==> config.mk <==
export PLATFORM = sky130hd
export DESIGN_NAME = hll_ctrl
export DESIGN_NICKNAME = d
export VERILOG_FILES = /design/src/hw/rtl/hll_pkg.sv /design/src/hw/rtl/hll_ctrl.sv
export SDC_FILE = /design/constraint.sdc
export NUM_CORES = 1
export LEC_CHECK = 0
export BUFFER_PORTS_ARGS = -buffer_cell sky130_fd_sc_hd__clkbuf_2
export CAP_MARGIN = 20
export CORE_AREA = 5 5 42 44
export CTS_BUF_LIST = sky130_fd_sc_hd__clkbuf_4 sky130_fd_sc_hd__clkbuf_8
export DETAILED_ROUTE_END_ITERATION = 16
export DIE_AREA = 0 0 47 49
export HOLD_SLACK_MARGIN = 0.15
export MAX_ROUTING_LAYER = met4
export PLACE_DENSITY = 0.49
export SETUP_SLACK_MARGIN = 0.1
export SYNTH_ARGS = -nofsm -noshare
export SYNTH_HDL_FRONTEND = slang
export SYNTH_SLANG_ARGS = --single-unit
export TNS_END_PERCENT = 20
==> constraint.sdc <==
create_clock -name clk -period 2.7 [get_ports clk]
set_clock_uncertainty 0.1 [all_clocks]
set_input_delay 0.27 -clock clk [delete_from_list [all_inputs] [get_ports clk]]
set_output_delay 0.27 -clock clk [all_outputs]
set_load 0.03 [all_outputs]
==> src/hw/rtl/hll_pkg.sv <==
// Shared types, constants and a helper function for the HyperLogLog sketch.
package hll_pkg;

  localparam int PRECISION = 14;
  localparam int REG_COUNT = 1 << PRECISION;
  localparam int IDX_W     = PRECISION;
  localparam int LOW_BITS  = 32 - PRECISION;
  localparam int MAX_RANK  = 33 - PRECISION;
  localparam int RANK_W    = 5;
  localparam int SUM_W     = 35;
  localparam int ZCNT_W    = 15;
  localparam int RAW_W     = 33;
  localparam int CLS_W     = 2;

  // raw = floor(NUM * 2^(33+2P) / (K_MULT * S))
  localparam int NUM_W     = 13;
  localparam logic [NUM_W-1:0] NUM_C = 13'd7213;
  localparam longint K_MULT = 10 * (1000 * longint'(REG_COUNT) + 79);
  localparam int K_W       = $clog2(K_MULT + 1);
  localparam int S_LO_W    = 18;
  localparam int S_HI_W    = SUM_W - S_LO_W;
  localparam int D_W       = K_W + SUM_W;
  localparam int DIV_STEPS = NUM_W + 33 + 2 * PRECISION;
  localparam int STEP_W    = $clog2(DIV_STEPS);

  localparam longint SMALL_LIMIT = (5 * longint'(REG_COUNT)) / 2;
  localparam longint LARGE_LIMIT = 143165576;

  localparam logic [CLS_W-1:0] CLS_SMALL  = 2'd0;
  localparam logic [CLS_W-1:0] CLS_NORMAL = 2'd1;
  localparam logic [CLS_W-1:0] CLS_LARGE  = 2'd2;

  localparam logic MODE_INSERT = 1'b0;

  typedef struct packed {
    logic        mode;
    logic [31:0] hash;
  } in_t;

  typedef struct packed {
    logic [RAW_W-1:0]  raw_estimate;
    logic [ZCNT_W-1:0] zero_registers;
    logic [CLS_W-1:0]  range_class;
  } out_t;

  typedef enum logic [3:0] {
    ST_CLEAR,
    ST_IDLE,
    ST_INS_RD,
    ST_INS_WR,
    ST_WALK,
    ST_DRAIN,
    ST_MUL0,
    ST_MUL1,
    ST_ADD,
    ST_DIV,
    ST_CLASS
  } state_t;

  typedef struct packed {
    logic load;
    logic est_init;
    logic clear_wr;
    logic ins_rd;
    logic ins_wr;
    logic walk_rd;
    logic mul0;
    logic mul1;
    logic add;
    logic div;
    logic cls;
  } cmd_t;

  typedef struct packed {
    logic cnt_last;
    logic div_last;
  } status_t;

  // Leading-zero count of the low bits plus one; all-zero gives MAX_RANK.
  function automatic logic [RANK_W-1:0] rank_of(input logic [LOW_BITS-1:0] low);
    logic [RANK_W-1:0] rk;
    rk = RANK_W'(MAX_RANK);
    for (int k = 0; k < LOW_BITS; k++) begin
      if (low[k]) begin
        rk = RANK_W'(LOW_BITS - k);
      end
    end
    return rk;
  endfunction

endpackage

==> src/hw/rtl/hll_ctrl.sv <==
// Sequencer for clear, insert and estimate transactions.
module hll_ctrl (
  input  logic             clk,
  input  logic             rst_n,
  input  logic             start,
  input  logic             mode,
  input  hll_pkg::status_t status,
  output hll_pkg::cmd_t    cmd,
  output logic             busy
);
  import hll_pkg::*;

  state_t state_r, state_nxt;

  always_ff @(posedge clk) begin
    if (!rst_n) begin
      state_r <= ST_CLEAR;
    end else begin
      state_r <= state_nxt;
    end
  end

  always_comb begin
    state_nxt = state_r;
    cmd       = '0;
    unique case (state_r)
      ST_CLEAR: begin
        cmd.clear_wr = 1'b1;
        if (status.cnt_last) state_nxt = ST_IDLE;
      end
      ST_IDLE: begin
        if (start) begin
          cmd.load = 1'b1;
          if (mode == MODE_INSERT) begin
            state_nxt = ST_INS_RD;
          end else begin
            cmd.est_init = 1'b1;
            state_nxt    = ST_WALK;
          end
        end
      end
      ST_INS_RD: begin
        cmd.ins_rd = 1'b1;
        state_nxt  = ST_INS_WR;
      end
      ST_INS_WR: begin
        cmd.ins_wr = 1'b1;
        state_nxt  = ST_IDLE;
      end
      ST_WALK: begin
        cmd.walk_rd = 1'b1;
        if (status.cnt_last) state_nxt = ST_DRAIN;
      end
      ST_DRAIN: state_nxt = ST_MUL0;
      ST_MUL0: begin
        cmd.mul0  = 1'b1;
        state_nxt = ST_MUL1;
      end
      ST_MUL1: begin
        cmd.mul1  = 1'b1;
        state_nxt = ST_ADD;
      end
      ST_ADD: begin
        cmd.add   = 1'b1;
        state_nxt = ST_DIV;
      end
      ST_DIV: begin
        cmd.div = 1'b1;
        if (status.div_last) state_nxt = ST_CLASS;
      end
      ST_CLASS: begin
        cmd.cls   = 1'b1;
        state_nxt = ST_IDLE;
      end
      default: state_nxt = ST_IDLE;
    endcase
  end

  assign busy = (state_r != ST_IDLE);

endmodule

==> out/metrics.csv, run 1 <==
stage;metric;value;unit
status;status;complete, no violations;
grt;largest net degree at the start of global routing;15;
cells_and_area;final layout net count;70;
clock_tree;Clock Sinks;4;
cells_and_area;Biggest register;state_r;
yosys;Syn Inst Count;46;
grt;first-pass GRT wire length;1500;um
timing;Fin. Hold Viols;0;
timing;final setup fails;0;
timing;Max Clock Freq;535;MHz
cells_and_area;Non-Filler Instances;78;
timing;RSZ-0062 raised after global routing;false;
cells_and_area;P&R area growth vs syn;27.3;%
power;Final Total Pwr;0.000186;W
critical_path;CP cell instances;nor2b_2, and3_1, and2_1, clkbuf_2;
critical_path;worst path arrival time;1500;ps
timing;period utilization;0.692;
clock_tree;CTS Root Cell;clkbuf_4;
drt;Antenna Nets Post-Route;0;
clock_tree;CTS Buf Count;3;
floorplan;total core area;1400;um^2
yosys;Post-Synthesis Cell Area;344;um^2
cells_and_area;most common cell after layout, fill and taps aside;clkbuf_2;
timing;Slew @ Worst Pin;401;ps
grt;vias in the first global route;354;
yosys;FF+latch count, synth;4;
drt;Routed WL per cell;11.5;um
clock_tree;H-tree Lvls;1;
floorplan;die area;2300;um^2
timing;Max-slew headroom;0.732;
placed_design;placed insts;75;
critical_path;Worst setup EP type;output port;
run;number of max-cap violations;0;
timing;setup TNS;0;ps
critical_path;worst setup path class;reg -> out;
placed_design;DPL Wire Length;702;um
drt;vias per inst;4.90;
clock_tree;Clock Latency Late Sink;230;ps
yosys;leading area contributor after synthesis;dfxtp_1;
drt;DRT iter0 DRCs;7;
critical_path;CP max-delay cell;dfxtp_1;
floorplan;row count;14;
cells_and_area;largest registers;state_r x4;
power;Peak VDD IR;0.000227;V
power;LEAKAGE;0.206;nW
floorplan;die boundary height;49;um
yosys;ranking of synthesized cells by area;dfxtp_1 (23%), nor3_1 (7.3%), buf_4 (6.5%), nor2_1 (6.5%), nand2b_1 (5.5%);
clock_tree;TritonCTS clock tree;done;
clock_tree;Clock transition at path regs;40;ps
clock_tree;Max Root-Sink Buffers;2;
yosys;Synth Net Count;52;
critical_path;Critical Path Fanout Max;12;
cells_and_area;cell area after layout;438;um^2
placed_design;port bufs;17;
floorplan;starting density of the core;0.246;
critical_path;slowest stage delay, CP;510;ps
yosys;Mean Syn Cell Area;7.48;um^2
drt;DRC Markers;0;
drt;Pre-antenna DRT Iters;4;
critical_path;worst endpoint required time;2330;ps
drt;via count;382;
floorplan;I/O pins;18;
grt;gr usage total;0.0895;
clock_tree;postcts setup bufs;0;
min_path;hold crit path type;in -> reg;
cells_and_area;layout cells sized above 1;0.339;
cells_and_area;commonest non-fill, non-tap cells in the layout;clkbuf_2 (17), nor2_1 (6), nor3_1 (5), dfxtp_1 (4);
critical_path;CP delay by family, top;simple AND/OR/NAND/NOR gates;
grt;gr ovfl total;0;
yosys;Synth Warn #;0;
timing;clock period minus worst slack;1870;ps
yosys;register area share after synthesis;0.233;
placed_design;Final Wtd Congestion;0.791;
cells_and_area;antenna fix cells;0;
cells_and_area;max FFs per register;4;
clock_tree;Hold-fix buffers, CTS;0;
clock_tree;Resized Gates After CTS;0;
floorplan;width of the die;47;um
drt;final wirelength;899;um
timing;Max Slew Vio Count;0;
critical_path;Buf+Inv Stages, Crit Path;1;
timing;hold_ws;200;ps
critical_path;startpoint types;flip-flop;
power;Cell Pwr Density;426;nW/um^2
yosys;Distinct cells, synth;25;
grt;initial antenna violation count;0;
yosys;Synth top area share;0.233;
placed_design;DP Area;415;um^2
==> path summary, 6_finish.rpt <==
kind | from | to | slack [ps] | cells after the start
min reg2reg | state_r[2]$_SDFFE_PN0P_ | state_r[2]$_SDFFE_PN0P_ | 530 | 2
max | state_r[0]$_SDFFE_PN0P_ | cmd[9] | 830 | 4
max reg2reg | state_r[0]$_SDFFE_PN0P_ | state_r[1]$_SDFFE_PN0P_ | 1290 | 3
min | rst_n | state_r[3]$_SDFFE_PN0P_ | 200 | 2
==> cell families after synthesis <==
group,synth area share
AO/OA/AOI/OAI,0.244
buffers and inverters,0.109
flip-flops,0.233
AND/OR/NAND/NOR,0.415
==> layer usage <==
metal | track usage | share of wire | vias up
met4 | 0.0138 | 0 | 0
met3 | 0.0443 | 0.067 | 0
met1 | 0.121 | 0.46 | 171
li1 | - | - | 199
met2 | 0.122 | 0.47 | 12
met5 | - | 0 | -
==> where the power goes <==
group          switching, W  internal [W]  leakage (nW)
combinational     0.0000270     0.0000175         0.159
clock             0.0000231     0.0000496        0.0138
sequential       0.00000703     0.0000620        0.0326
==> synth_stat cells <==
library cell	n
o221a_1	1
and2_1	1
buf_4	3
nor4_1	1
o211ai_1	1
a21oi_1	3
nand2_1	3
and3b_1	1
nor2b_2	1
o21a_1	2
inv_1	1
nor3b_1	1
a2111o_1	1
o21bai_1	1
nor2b_1	1
and3_1	1
or2b_1	1
nand3b_1	1
nor3_1	5
dfxtp_1	4
a31oi_1	1
nor2_1	6
o311a_1	1
nand2b_1	3
buf_6	1
==> through the flow <==
stage | utilization | setup slack, ps
floorplan | - | 876
finish | 0.313 | 832
global route | 0.313 | 732
detailed placement | 0.296 | 1090
global placement | 0.296 | 1050
CTS | 0.313 | 839
==> worst reg2reg max path: stages, from the launching register on <==
cell,delay [ps]
dfxtp_1,510
nand2b_1,160
a2111o_1,410
o311a_1,120
==> cell type report <==
type | count | area, um^2
clock buffers | 3 | 22.5
flip-flops and latches | 4 | 80.1
repair buffers | 17 | 85.1
well taps | 16 | 20.0
fillers | 177 | 963
inverters | 1 | 3.75
multi-input cells | 37 | 226
(Power assumes the default switching activity.)
==> run 2: changes to the inputs <==
- ABC_AREA: default -> 1
- clock period: 2.7 -> 1.8 ns (I/O delays scaled with it)
==> run 2 against run 1 <==
Net effect: sequential power up 53%; area after synthesis up 0.36%; critical path type unchanged; flip-flop and latch count unchanged; die area unchanged; clock-buffer cell count unchanged; highest routed layer is now met4; via count up 10%; combinational power rose to 3.1 times the previous value.
==> out/metrics.csv, run 2 <==
stage;metric;value;unit
critical_path;startpoint types;flip-flop;
critical_path;Worst setup EP type;output port;
clock_tree;Max Root-Sink Buffers;2;
yosys;Syn Inst Count;60;
timing;Max Clock Freq;631;MHz
clock_tree;postcts setup bufs;0;
grt;largest net degree at the start of global routing;6;
drt;Pre-antenna DRT Iters;4;
yosys;Synth Warn #;0;
yosys;number of synthesized flops with an enable pin;0;
critical_path;worst setup path class;reg -> out;
critical_path;Critical Path Fanout Max;5;
yosys;Async S/R FF share, synth;0;
yosys;leading area contributor after synthesis;dfxtp_1;
cells_and_area;max FFs per register;4;
yosys;synth cell count leaders;nor2_1 (15), inv_1 (10), nand2_1 (8), nor2_2 (5);
cells_and_area;Biggest register;state_r;
grt;gr ovfl total;0;
critical_path;origin of the critical flop-to-flop path;state_r[3]$_SDFFE_PN0P_;
status;status;complete, no violations;
cells_and_area;P&R area growth vs syn;42.8;%
floorplan;die area;2300;um^2
cells_and_area;layout cells sized above 1;0.415;
placed_design;port bufs;17;
grt;gr usage total;0.0922;
yosys;Synth top area share;0.232;
timing;final setup fails;0;
timing;period utilization;0.880;
critical_path;worst reg-to-reg setup slack;580;ps
yosys;prevailing post-synth register cell;dfxtp_1;
yosys;Post-Synthesis Cell Area;345;um^2
clock_tree;Clock Latency Late Sink;230;ps
timing;RSZ-0062 raised after global routing;false;
grt;vias in the first global route;368;
min_path;hold crit path type;in -> reg;
critical_path;slowest stage delay, CP;440;ps
min_path;Hold Path Origin;mode;
cells_and_area;commonest non-fill, non-tap cells in the layout;clkbuf_2 (17), nor2_1 (15), inv_1 (10), nand2_1 (8), nor2_2 (5);
grt;initial antenna violation count;0;
yosys;FF+latch count, synth;4;
power;LEAKAGE;0.272;nW
drt;DRT iter0 DRCs;7;
power;Peak VDD IR;0.000222;V
clock_tree;TritonCTS clock tree;done;
timing;Max Slew Vio Count;0;
min_path;Hold Path End;state_r[1]$_SDFFE_PN0P_;
critical_path;FF-to-FF path depth;7;
power;Final Total Pwr;0.000358;W
critical_path;worst endpoint required time;1520;ps
timing;clock period minus worst slack;1580;ps
critical_path;reg2reg end;state_r[2]$_SDFFE_PN0P_;
timing;Fin. Hold Viols;0;
timing;Max-slew headroom;0.834;
critical_path;CP max-delay cell;dfxtp_1;
yosys;register area share after synthesis;0.232;
timing;setup TNS;0;ps
min_path;WHS Path Cells;4;
power;Cell Pwr Density;726;nW/um^2
yosys;Mean Syn Cell Area;5.76;um^2
floorplan;total core area;1400;um^2
cells_and_area;final layout net count;90;
floorplan;row count;14;
clock_tree;Clock transition at path regs;40;ps
drt;DRC Markers;0;
yosys;ranking of synthesized cells by area;dfxtp_1 (23%), nor2_1 (16%), inv_1 (11%), nor2_2 (9.1%), nand2_1 (8.7%);
critical_path;CP cell instances;inv_1, nor2_1, inv_1, nor2_1, clkbuf_2;
drt;Antenna Nets Post-Route;0;
yosys;most common cell in the netlist;nor2_1;
drt;vias per inst;4.31;
grt;first-pass GRT wire length;1520;um
critical_path;worst path arrival time;1300;ps
clock_tree;Clock Sinks;4;
clock_tree;CTS Buf Count;3;
floorplan;die boundary height;49;um
drt;Routed WL per cell;9.26;um
drt;final wirelength;907;um
floorplan;width of the die;47;um
cells_and_area;most common cell after layout, fill and taps aside;clkbuf_2;
timing;Slew @ Worst Pin;248;ps
cells_and_area;antenna fix cells;0;
drt;via count;422;
clock_tree;H-tree Lvls;1;
clock_tree;CTS Root Cell;clkbuf_4;
floorplan;starting density of the core;0.246;
placed_design;Final Wtd Congestion;0.716;
placed_design;DPL Wire Length;780;um
run;number of max-cap violations;0;
floorplan;I/O pins;18;
yosys;Synth Net Count;66;
cells_and_area;largest registers;state_r x4;
yosys;Distinct cells, synth;14;
-- run 2: cell count changes after synthesis, moves of 4 or more --
cell	previous run	this run
inv_1	1	10
nor2_1	6	15
nand2_1	3	8
nor2_2	0	5
nor3_1	5	0
nand3_1	0	4
-- run 2: per-layer routing --
| metal | wire length (um) | vias up | global-route usage |
|---|---|---|---|
| met4 | 11 | 0 | 0.0691 |
| li1 | - | 225 | - |
| met2 | 373 | 21 | 0.111 |
| met1 | 425 | 174 | 0.124 |
| met5 | 0 | - | - |
| met3 | 96 | 2 | 0.0258 |
-- run 2: layout make-up --
type / count / area (um^2)
multi-input cells: 43 / 216
fillers: 175 / 908
repair buffers: 19 / 105
clock buffers: 3 / 22.5
inverters: 13 / 48.8
flip-flops and latches: 4 / 80.1
well taps: 16 / 20.0
-- run 2: where the power goes --
part | total, W | internal [W] | switching [W]
combinational | 0.000140 | 0.0000436 | 0.0000964
sequential | 0.000106 | 0.0000963 | 0.00000954
clock | 0.000112 | 0.0000746 | 0.0000372
total | 0.000358 | 0.000215 | 0.000143
-- run 2: worst max-delay path, delay by kind of cell (launching register included) --
kind / cells / cell delay, ps
buffers and inverters: 3 / 370
flip-flops: 1 / 440
AND/OR/NAND/NOR: 2 / 260
-- run 2: worst max path at each step --
stage / end / slack (ps) / cells after the start / start
after floorplan: cmd[10] / 340 / 3 / state_r[3]$_SDFFE_PN0P_
after detailed placement: cmd[9] / 480 / 4 / state_r[3]$_SDFFE_PN0P_
after global routing: cmd[9] / 130 / 4 / state_r[3]$_SDFFE_PN0P_
after CTS: cmd[9] / 220 / 4 / state_r[3]$_SDFFE_PN0P_
after global placement: cmd[9] / 480 / 4 / state_r[3]$_SDFFE_PN0P_
final: cmd[4] / 220 / 5 / state_r[1]$_SDFFE_PN0P_
-- run 2: cells by family after synthesis --
kind of cell,synth area share
simple gates,0.529
compound gates,0.0978
buf+inv,0.141
flops,0.232
-- run 2: metrics by stage --
stage | cell area (um^2) | instances | setup slack [ps] | hold WS [ps] | util
final | 493 | 98 | 216 | 193 | 0.352
after global routing | 493 | 98 | 133 | 224 | 0.352
after CTS | 493 | 98 | 218 | 204 | 0.352
after detailed placement | 450 | 93 | 477 | 362 | 0.321
after global placement | 450 | 93 | 483 | 359 | 0.321
after floorplan | 345 | 60 | 335 | 252 | -
-- run 2: what timing repair did --
| action | CTS | global route |
|---|---|---|
| endpoints found under the hold margin | 4 | 0 |
| hold buffers | 2 | 0 |
| gates resized for setup | 0 | 0 |
==> run 3: changes to the inputs <==
- BUFFER_PORTS_ARGS: -buffer_cell sky130_fd_sc_hd__clkbuf_2 -> default
- DONT_BUFFER_PORTS: default -> 1
- PLACE_DENSITY: 0.49 -> 0.37
- TNS_END_PERCENT: 20 -> 50
==> run 3 against run 2 <==
Net effect: clock-buffer cell count did not move; cell count fell by 6.1%; critical path depth did not move; first-iteration DRC count fell by 43%; setup slack improved by 2.8 ps; total power rose by 0.49%; critical endpoint is now cmd[10]; largest power group unchanged; wire length rose by 1.4%; via count fell by 5.9%; sequential power barely moved; cell area rose by 1.5%; die area did not move; largest cell class unchanged.
==> out/metrics.csv, run 3 (synthesized netlist as in run 2, its figures left out) <==
stage;metric;value;unit
floorplan;die area;2300;um^2
critical_path;worst reg-to-reg setup slack;530;ps
critical_path;FF-to-FF path depth;7;
critical_path;CP max-delay cell;dfxtp_1;
drt;vias per inst;4.32;
critical_path;Buf+Inv Stages, Crit Path;2;
timing;Slew @ Worst Pin;270;ps
cells_and_area;largest registers;state_r x4;
min_path;WHS Path Cells;4;
clock_tree;TritonCTS clock tree;done;
power;P_sw;0.000142;W
cells_and_area;antenna fix cells;0;
grt;initial antenna violation count;0;
clock_tree;postcts setup bufs;0;
critical_path;CP delay by family, top;simple AND/OR/NAND/NOR gates;
timing;Fin. Hold Viols;0;
cells_and_area;P&R area growth vs syn;44.9;%
power;internal cell power;0.000218;W
timing;clock period minus worst slack;1580;ps
timing;Max Slew Vio Count;0;
timing;setup TNS;0;ps
drt;DRC Markers;0;
drt;Routed WL per cell;10.0;um
grt;gr ovfl total;0;
drt;Antenna Nets Post-Route;0;
cells_and_area;Biggest register;state_r;
critical_path;Worst setup EP type;output port;
power;Peak VDD IR;0.000408;V
cells_and_area;max FFs per register;4;
drt;Pre-antenna DRT Iters;4;
cells_and_area;layout cells sized above 1;0.342;
critical_path;slowest stage delay, CP;370;ps
floorplan;width of the die;47;um
power;Cell Pwr Density;718;nW/um^2
clock_tree;H-tree Lvls;1;
timing;final setup fails;0;
placed_design;port bufs;0;
clock_tree;CTS Buf Count;3;
cells_and_area;final layout net count;84;
critical_path;CP cell instances;inv_1, nor2_4, nand2_2, nor2_1, buf_4;
timing;Max-slew headroom;0.820;
placed_design;Final Wtd Congestion;0.688;
power;clock share of power;0.312;
cells_and_area;Post-Route Utilization;0.357;
critical_path;startpoint types;flip-flop;
timing;final setup margin;219;ps
min_path;hold crit path type;in -> reg;
critical_path;worst endpoint required time;1520;ps
placed_design;pre-CTS setup slack;415;ps
grt;first-pass GRT wire length;1450;um
placed_design;DPL Wire Length;776;um
run;number of max-cap violations;0;
critical_path;worst setup path class;reg -> out;
critical_path;Critical Path Fanout Max;5;
grt;gr usage total;0.0908;
cells_and_area;commonest non-fill, non-tap cells in the layout;nor2_1 (15), inv_1 (10), buf_4 (9), nand2_1 (8);
floorplan;row count;14;
drt;final wirelength;920;um
grt;vias in the first global route;374;
timing;Max Clock Freq;633;MHz
clock_tree;Max Root-Sink Buffers;2;
min_path;Hold Path Origin;status[0];
cells_and_area;most common cell after layout, fill and taps aside;nor2_1;
critical_path;worst path arrival time;1300;ps
power;sw frac;0.395;
drt;DRT iter0 DRCs;4;
critical_path;origin of the critical flop-to-flop path;state_r[3]$_SDFFE_PN0P_;
clock_tree;Clock transition at path regs;40;ps
min_path;Hold Path End;state_r[2]$_SDFFE_PN0P_;
power;LEAKAGE;0.256;nW
floorplan;starting density of the core;0.246;
clock_tree;Clock Latency Late Sink;230;ps
timing;period utilization;0.878;
clock_tree;CTS Root Cell;clkbuf_4;
power;share of power burned in registers;0.296;
drt;via count;397;
clock_tree;Clock Sinks;4;
floorplan;die boundary height;49;um
critical_path;reg2reg end;state_r[1]$_SDFFE_PN0P_;
status;status;complete, no violations;
floorplan;total core area;1400;um^2
grt;largest net degree at the start of global routing;6;
power;Comb pwr share;0.392;
power;Final Total Pwr;0.000359;W
timing;RSZ-0062 raised after global routing;false;
floorplan;I/O pins;18;
## run 3: how the worst max path moves through the flow
stage                   end               startpoint  slack, ps  cells after the start
floorplan           cmd[10]  state_r[3]$_SDFFE_PN0P_        340                      3
global placement    cmd[10]  state_r[3]$_SDFFE_PN0P_        400                      4
detailed placement  cmd[10]  state_r[3]$_SDFFE_PN0P_        410                      4
CTS                 cmd[10]  state_r[3]$_SDFFE_PN0P_        150                      4
global route        cmd[10]  state_r[0]$_SDFFE_PN0P_        110                      5
finish              cmd[10]  state_r[0]$_SDFFE_PN0P_        220                      5
## run 3: area by class of cell
class	count	area, um^2
multi-input combinational	43	221
clock buffer	3	22.5
sequential	4	80.1
timing repair buffer	13	108
tap	16	20.0
inverter	13	48.8
fill	172	901
## run 3: stage by stage
| step | hold WS, ps | instances | area (um^2) |
|---|---|---|---|
| 6_report | 155 | 92 | 500 |
| 5_1_grt | 173 | 92 | 500 |
| 3_3_place_gp | 281 | 85 | 433 |
| 4_1_cts | 154 | 92 | 495 |
| 2_1_floorplan | 252 | 60 | 345 |
| 3_5_place_dp | 281 | 85 | 433 |
## run 3: worst register-to-register path, delay by kind of cell, from the launching register on
| kind | cells | cell delay, ps |
|---|---|---|
| flip-flops | 1 | 460 |
| AND/OR/NAND/NOR | 5 | 430 |
| AO/OA/AOI/OAI | 1 | 90 |
| buffers and inverters | 1 | 70 |
## run 3: timing repair
action	4_1_cts	5_1_grt
gates resized for setup	0	1
setup endpoints to repair	0	1
hold endpoints to repair	4	0
hold buffers	4	0
## run 3: power by group through the flow
stage / sequential, W / combinational (W) / clock, W
final: 0.000106 / 0.000141 / 0.000112
after global placement: 0.000107 / 0.000137 / 0
after floorplan: 0.000105 / 0.000104 / 0
after detailed placement: 0.000107 / 0.000135 / 0
after CTS: 0.000106 / 0.000142 / 0.000117
after global routing: 0.000107 / 0.000156 / 0.000125
## run 3: layer usage
| metal | track usage | vias up | wire, um |
|---|---|---|---|
| met2 | 0.122 | 19 | 384 |
| met3 | 0.0701 | 2 | 120 |
| met1 | 0.0963 | 164 | 401 |
| met5 | - | - | 0 |
| met4 | 0.0415 | 0 | 14 |
| li1 | - | 212 | - |
